**config.mk**
```make
export PLATFORM = sky130hd
export DESIGN_NAME = heron_triangle_area_core
export DESIGN_NICKNAME = d
export VERILOG_FILES = /design/src/rtl/heron_pkg.sv /design/src/rtl/heron_triangle_area_core.sv
export SDC_FILE = /design/constraint.sdc
export NUM_CORES = 2
export LEC_CHECK = 0
export ABC_AREA = 1
export BUFFER_PORTS_ARGS = -buffer_cell sky130_fd_sc_hd__buf_2
export CAP_MARGIN = 20
export CORE_MARGIN = 3
export CORE_UTILIZATION = 40
export CTS_BUF_LIST = sky130_fd_sc_hd__clkbuf_16
export DETAILED_ROUTE_END_ITERATION = 7
export SLEW_MARGIN = 10
export SYNTH_ARGS = -nofsm -noshare
export SYNTH_HDL_FRONTEND = slang
export SYNTH_SLANG_ARGS = --single-unit
```
**constraint.sdc**
```tcl
create_clock -name clk_i -period 7.5 [get_ports clk_i]
set_input_delay 0.75 -clock clk_i [delete_from_list [all_inputs] [get_ports clk_i]]
set_output_delay 0.75 -clock clk_i [all_outputs]
set_load 0.02 [all_outputs]
```
**src/rtl/heron_pkg.sv**
```systemverilog
`default_nettype none

package heron_pkg;

  localparam int SIDE_BITS  = 12;
  localparam int PERIM_BITS = SIDE_BITS + 2;
  localparam int TERM_BITS  = SIDE_BITS + 1;
  localparam int AREA_BITS  = 2 * SIDE_BITS + 1;

  // Partial products: P * ta and tb * tc, then their product.
  localparam int MUL1_BITS = PERIM_BITS + TERM_BITS;
  localparam int MUL2_BITS = 2 * TERM_BITS;
  localparam int PROD_BITS = MUL1_BITS + MUL2_BITS;

  // Digit-by-digit square root: one root bit per step, several steps per stage.
  localparam int ROOT_BITS       = (PROD_BITS + 1) / 2;
  localparam int RAD_BITS        = 2 * ROOT_BITS;
  localparam int REM_BITS        = ROOT_BITS + 2;
  localparam int STEPS_PER_STAGE = 3;
  localparam int SQ_STAGES       = (ROOT_BITS + STEPS_PER_STAGE - 1) / STEPS_PER_STAGE;

  // Input register, two multiplier stages, then the root stages.
  localparam int LATENCY = 3 + SQ_STAGES;

  typedef struct packed {
    logic [RAD_BITS-1:0]   rad;
    logic [REM_BITS-1:0]   rem;
    logic [ROOT_BITS-1:0]  root;
    logic [PERIM_BITS-1:0] perim;
    logic                  bad;
  } sq_stage_t;

endpackage

`default_nettype wire

```
**src/rtl/heron_triangle_area_core.sv**
```systemverilog
`default_nettype none

// Heron triangle area core.
// Command channel: side_a_i, side_b_i and side_c_i (unsigned, units of 1/16)
// are taken in a transfer at each rising edge where start_i is high and busy_o
// is low. busy_o is held low, so a new triangle may be started in every cycle.
// Result channel: done_o is high for exactly one cycle with perimeter_o,
// area_o and invalid_o; the result must be taken in that cycle, as the
// receiver cannot hold it off and nothing is stored for it.
// The sums and triangle check are registered first, then the two partial
// products and their full product, and each group of three root bits of the
// digit-by-digit square root has its own pipeline register.
// Throughput is one triangle per cycle; every stage is a plain pipeline
// register with a valid bit travelling alongside the data.
// area_o is floor(sqrt(P(b+c-a)(a-b+c)(a+b-c))), which is the area in units
// of 1/1024. When one side exceeds the sum of the other two, invalid_o is set
// and area_o is zero; perimeter_o still carries the sum.
// Reset clears every valid bit, so no result appears until a new start.
module heron_triangle_area_core (
  input  logic                                clk_i,
  input  logic                                rst_ni,
  input  logic                                start_i,
  input  logic [heron_pkg::SIDE_BITS-1:0]     side_a_i,
  input  logic [heron_pkg::SIDE_BITS-1:0]     side_b_i,
  input  logic [heron_pkg::SIDE_BITS-1:0]     side_c_i,
  output logic                                busy_o,
  output logic                                done_o,
  output logic [heron_pkg::PERIM_BITS-1:0]    perimeter_o,
  output logic [heron_pkg::AREA_BITS-1:0]     area_o,
  output logic                                invalid_o
);
  import heron_pkg::*;

  logic accept;

  // Stage 1: perimeter, difference terms and triangle check.
  logic [TERM_BITS-1:0]  sum_ab, sum_ac, sum_bc;
  logic [PERIM_BITS-1:0] perim_d;
  logic                  bad_d;
  logic [TERM_BITS-1:0]  ta_d, tb_d, tc_d;

  logic                  s1_vld_q;
  logic [PERIM_BITS-1:0] s1_perim_q;
  logic                  s1_bad_q;
  logic [TERM_BITS-1:0]  s1_ta_q, s1_tb_q, s1_tc_q;

  // Stage 2: two partial products.
  logic                  s2_vld_q;
  logic [MUL1_BITS-1:0]  s2_m1_q;
  logic [MUL2_BITS-1:0]  s2_m2_q;
  logic [PERIM_BITS-1:0] s2_perim_q;
  logic                  s2_bad_q;

  // Stage 3 is sq_q[0]: the full product waiting for the root stages.
  logic                  sq_vld_q [SQ_STAGES+1];
  sq_stage_t             sq_q     [SQ_STAGES+1];
  sq_stage_t             sq_d     [SQ_STAGES+1];

  assign busy_o = 1'b0;
  assign accept = start_i & ~busy_o;

  assign sum_ab  = TERM_BITS'(side_a_i) + TERM_BITS'(side_b_i);
  assign sum_ac  = TERM_BITS'(side_a_i) + TERM_BITS'(side_c_i);
  assign sum_bc  = TERM_BITS'(side_b_i) + TERM_BITS'(side_c_i);
  assign perim_d = PERIM_BITS'(sum_ab) + PERIM_BITS'(side_c_i);
  assign bad_d   = (TERM_BITS'(side_a_i) > sum_bc) ||
                   (TERM_BITS'(side_b_i) > sum_ac) ||
                   (TERM_BITS'(side_c_i) > sum_ab);

  // A zero term drives the product, and so the area, to zero.
  assign ta_d = bad_d ? '0 : sum_bc - TERM_BITS'(side_a_i);
  assign tb_d = bad_d ? '0 : sum_ac - TERM_BITS'(side_b_i);
  assign tc_d = bad_d ? '0 : sum_ab - TERM_BITS'(side_c_i);

  always_ff @(posedge clk_i or negedge rst_ni) begin
    if (!rst_ni) begin
      s1_vld_q <= 1'b0;
      s2_vld_q <= 1'b0;
      sq_vld_q[0] <= 1'b0;
    end else begin
      s1_vld_q <= accept;
      s2_vld_q <= s1_vld_q;
      sq_vld_q[0] <= s2_vld_q;
    end
  end

  always_ff @(posedge clk_i) begin
    if (accept) begin
      s1_perim_q <= perim_d;
      s1_bad_q   <= bad_d;
      s1_ta_q    <= ta_d;
      s1_tb_q    <= tb_d;
      s1_tc_q    <= tc_d;
    end
    if (s1_vld_q) begin
      s2_m1_q    <= MUL1_BITS'(s1_perim_q) * MUL1_BITS'(s1_ta_q);
      s2_m2_q    <= MUL2_BITS'(s1_tb_q) * MUL2_BITS'(s1_tc_q);
      s2_perim_q <= s1_perim_q;
      s2_bad_q   <= s1_bad_q;
    end
    if (s2_vld_q) begin
      sq_q[0] <= sq_d[0];
    end
  end

  always_comb begin
    sq_d[0].rad   = RAD_BITS'(PROD_BITS'(s2_m1_q) * PROD_BITS'(s2_m2_q));
    sq_d[0].rem   = '0;
    sq_d[0].root  = '0;
    sq_d[0].perim = s2_perim_q;
    sq_d[0].bad   = s2_bad_q;
  end

  for (genvar s = 0; s < SQ_STAGES; s++) begin : g_sqrt
    always_comb begin : step_comb
      sq_stage_t            cur;
      logic [REM_BITS-1:0]  rem_sh;
      logic [REM_BITS-1:0]  trial;
      cur    = sq_q[s];
      rem_sh = '0;
      trial  = '0;
      for (int k = 0; k < STEPS_PER_STAGE; k++) begin
        if (s * STEPS_PER_STAGE + k < ROOT_BITS) begin
          // Bring down the next two radicand bits and try the next root bit.
          rem_sh  = {cur.rem[REM_BITS-3:0], cur.rad[RAD_BITS-1 -: 2]};
          trial   = {cur.root, 2'b01};
          cur.rad = {cur.rad[RAD_BITS-3:0], 2'b00};
          if (rem_sh >= trial) begin
            cur.rem  = rem_sh - trial;
            cur.root = {cur.root[ROOT_BITS-2:0], 1'b1};
          end else begin
            cur.rem  = rem_sh;
            cur.root = {cur.root[ROOT_BITS-2:0], 1'b0};
          end
        end
      end
      sq_d[s+1] = cur;
    end

    always_ff @(posedge clk_i or negedge rst_ni) begin
      if (!rst_ni) begin
        sq_vld_q[s+1] <= 1'b0;
      end else begin
        sq_vld_q[s+1] <= sq_vld_q[s];
      end
    end

    always_ff @(posedge clk_i) begin
      if (sq_vld_q[s]) begin
        sq_q[s+1] <= sq_d[s+1];
      end
    end
  end

  assign done_o      = sq_vld_q[SQ_STAGES];
  assign perimeter_o = sq_q[SQ_STAGES].perim;
  assign area_o      = sq_q[SQ_STAGES].root[AREA_BITS-1:0];
  assign invalid_o   = sq_q[SQ_STAGES].bad;

`ifndef SYNTHESIS
  // A result carries the perimeter of the triangle that was started for it.
  assert property (@(posedge clk_i) disable iff (!rst_ni)
    done_o |-> perimeter_o == $past(perim_d, LATENCY))
    else $error("perimeter does not match the started triangle");

  // The triangle check travels with its item through the whole pipeline.
  assert property (@(posedge clk_i) disable iff (!rst_ni)
    done_o |-> invalid_o == $past(bad_d, LATENCY))
    else $error("invalid flag does not match the started triangle");

  // An impossible triangle must come out with a zero area.
  assert property (@(posedge clk_i) disable iff (!rst_ni)
    (done_o && invalid_o) |-> area_o == '0)
    else $error("nonzero area on an invalid triangle");
`endif

endmodule

`default_nettype wire
```
==> metrics.txt <==
FF/Latch Area=26940 µm²; XOR/XNOR share of the synthesized area=4.090%; max-cap viol count=0; crit path kind=flip-flop to flip-flop; clk sink count=898; compound-gate portion of the synthesized area=7.556%; DRT Pass-1 Iters=8; Critical Path RT=8.00 ns; max_slew headroom=28.21%; Filler cells=25800; RSZ-0062 raised after global routing=true; Setup crit end kind=flip-flop; H-Tree Level Count=3; dominant synthesized flop cell=edfxtp_1; Max Slew Vio Count=0; Routed Antenna Nets=0; main combinational cell family by area after synthesis=adder cells; R2R Setup Slk=0.27 ns; vias post-DR=84870; leading cell type in the layout, fill and taps excluded=nand2_1; site row count=184; core area=252300 µm²; Die X=510.8 µm; CTS tree=yes; # port buffers=79; area of the multi-input gates=63800 µm²; reg2reg start=s2_m1_q[16]; hold depth=0; sequential area share after synthesis=26.39%; CP startpoint kind=flip-flop; reg-to-reg endpoint=sq_q[0][122]; number of global-route vias before repair=82500; Layout Nets=15180; fmax=138.3 MHz; Layout Skew=0.09242 ns; hold endpoint=sq_q[1][96]; hpwl dp=236.6 mm; outcome=finished with violations; Post-Synth Adder-Cell Area=26.91%; violated checks=DRC; asr flop ratio synth=1.336%; Syn Inst Count=13280; Reg2Reg Depth=25; DIE HEIGHT=510.8 µm; Placer Congestion=0.9893; clock slew seen by the registers of the worst setup and hold paths=0.06 ns; Post-synth EDFFs=886; endpoints failing setup=0; syn nets=15000; number of synthesized register bits=898; global-route wire length before repair=453.5 mm; Slew @ Worst Pin=1.077 ns; final wirelength=284.5 mm; initial antenna violation count=10; Post-Syn Area per Cell=7.674 µm²; final worst path period share=96.39%; root buffer cell=clkbuf_16; post-route DRC violation count=6; Final Hold Fails=0; CTS buffer count=104; critical path arrival=7.72 ns; overflow left after global routing=0; largest net degree at the start of global routing=74; Fin Hold WS=0.3484 ns; Die ar.=260900 µm²; Cell Area, Synth=101900 µm²; Final Core Density=44.04%; crit path max fanout=15; Worst-Skew Late Latency=0.79 ns; mux cell area share after synthesis=0.009819%; Starting DRT DRC Count=6894; hold wc startpoint=sq_q[0][90]; Syn. warnings=0; Hold WC Path Type=flip-flop to flip-flop; share of cells above drive strength 1=5.918%; clk buf depth=3; commonest non-fill, non-tap cells in the layout=nand2_1 (3742), inv_1 (2605), nor2_1 (988), edfxtp_1 (886), fa_1 (858); Total GRT Usage=21.58%; minimum clock period=7.229 ns; Routed WL per cell=16.84 µm; Initial Utilization=40.40%; Area Growth Syn to Fin=9.008%; io pins=81; Netlist cell types=66; simple-gate share of the synthesized area=23.96%; routed vias/inst=5.022
## metrics by stage
step / setup TNS (ns) / setup slack, ns / std cells / instance area (µm²)
floorplan: 0 / 0.8872 / 13280 / 101900
global placement: 0 / 0.08664 / 16680 / 107400
detailed placement: -0.03958 / -0.02472 / 16680 / 107400
CTS: 0 / 0.1264 / 16870 / 110800
global route: -0.004269 / -0.003408 / 16900 / 111100
finish: 0 / 0.2709 / 16900 / 111100
## synth_stat cells (all sizes together), types with 30 or more instances
cell | instances | area share, %
nand4 | 151 | 0.93
fa | 858 | 17
nand3 | 610 | 3.2
ha | 820 | 10
a31oi | 47 | 0.29
edfxtp | 886 | 26
xor2 | 281 | 2.4
a21oi | 634 | 3.2
nand3b | 57 | 0.42
inv | 2610 | 9.6
nor2 | 1046 | 4.0
buf | 59 | 0.47
nand2 | 3810 | 14
or2 | 30 | 0.18
o21a | 48 | 0.35
nor3 | 146 | 0.73
o21ai | 528 | 2.6
xnor2 | 192 | 1.6
clkbuf | 262 | 0.97
o21bai | 66 | 0.49
## routing by layer
| layer | GRT usage [%] | share of wire [%] | up-vias |
|---|---|---|---|
| met5 | 0 | 0.0042 | - |
| met4 | 5.806 | 2.6 | 2 |
| met3 | 2.206 | 5.7 | 365 |
| met2 | 35.68 | 46 | 2324 |
| met1 | 30.14 | 46 | 40090 |
| li1 | - | - | 42090 |
## layout make-up
cell class	instances	area share, %
diodes	2	0.004504
well taps	3348	3.770
repair buffers	392	2.655
multi-input cells	9453	57.42
clock buffers	104	2.342
clock inverters	90	0.7195
inverters	2614	8.844
flip-flops and latches	898	24.25
## worst max-delay path: stages (launching register included)
cell	delay, ns
edfxtp_1	0.54
buf_4	0.23
buf_4	0.25
nand2_1	0.12
fa_1	0.51
fa_1	0.52
inv_1	0.06
fa_1	0.52
inv_1	0.05
fa_1	0.48
inv_1	0.05
fa_1	0.49
inv_1	0.05
fa_1	0.38
fa_1	0.51
inv_1	0.04
ha_1	0.36
a21oi_1	0.18
inv_1	0.08
a31oi_2	0.27
o221ai_1	0.19
a21oi_2	0.32
o21ai_0	0.23
a21oi_2	0.26
o21bai_1	0.11
xor2_1	0.14
## state kept, by name, indices dropped and copies added (netlist names)
| register | cells |
|---|---|
| done_o | 1 |
| s1_bad_q | 1 |
| s1_perim_q | 14 |
| s1_ta_q | 13 |
| s1_tb_q | 13 |
| s1_tc_q | 13 |
| s1_vld_q | 1 |
| s2_bad_q | 1 |
| s2_m1_q | 27 |
| s2_m2_q | 26 |
| s2_perim_q | 14 |
| s2_vld_q | 1 |
| sq_q | 764 |
| sq_vld_q | 9 |
## cell families (layout without fill, tap and decap cells)
kind of cell / count (synthesis) / after routing
AOI/OAI and AO/OA: 1409 / 1409
muxes: 1 / 1
other: 1 / 3
buffers and inverters: 2935 / 3200
xor gates and xnor gates: 473 / 473
DFF: 898 / 898
and+or+nand+nor: 5889 / 5891
adders and majority gates: 1678 / 1678
## what timing repair did
| action | in CTS | in global routing |
|---|---|---|
| buffers inserted | 2 | 25 |
| pin swaps | 0 | 3 |
| gates cloned | 0 | 2 |
| hold buffers | 1 | 0 |
| resized for setup | 1 | 22 |
| hold endpoints to repair | 12 | 0 |
| endpoints found under the setup margin | 2 | 64 |
## worst max path at each step
stage,start,endpoint,slack [ns]
after floorplan,s2_m2_q[5],sq_q[0][118],0.89
after global placement,s2_m2_q[14],sq_q[0][118],0.09
after detailed placement,s2_m2_q[14],sq_q[0][118],-0.02
after CTS,s2_m1_q[16],sq_q[0][122],0.13
after global routing,s2_m2_q[2],sq_q[0][116],-0.003
final,s2_m1_q[16],sq_q[0][122],0.27
Power is left out: the tool's default activity adds up to more than one toggle a clock period on the data nets, which glitch-free logic cannot reach.
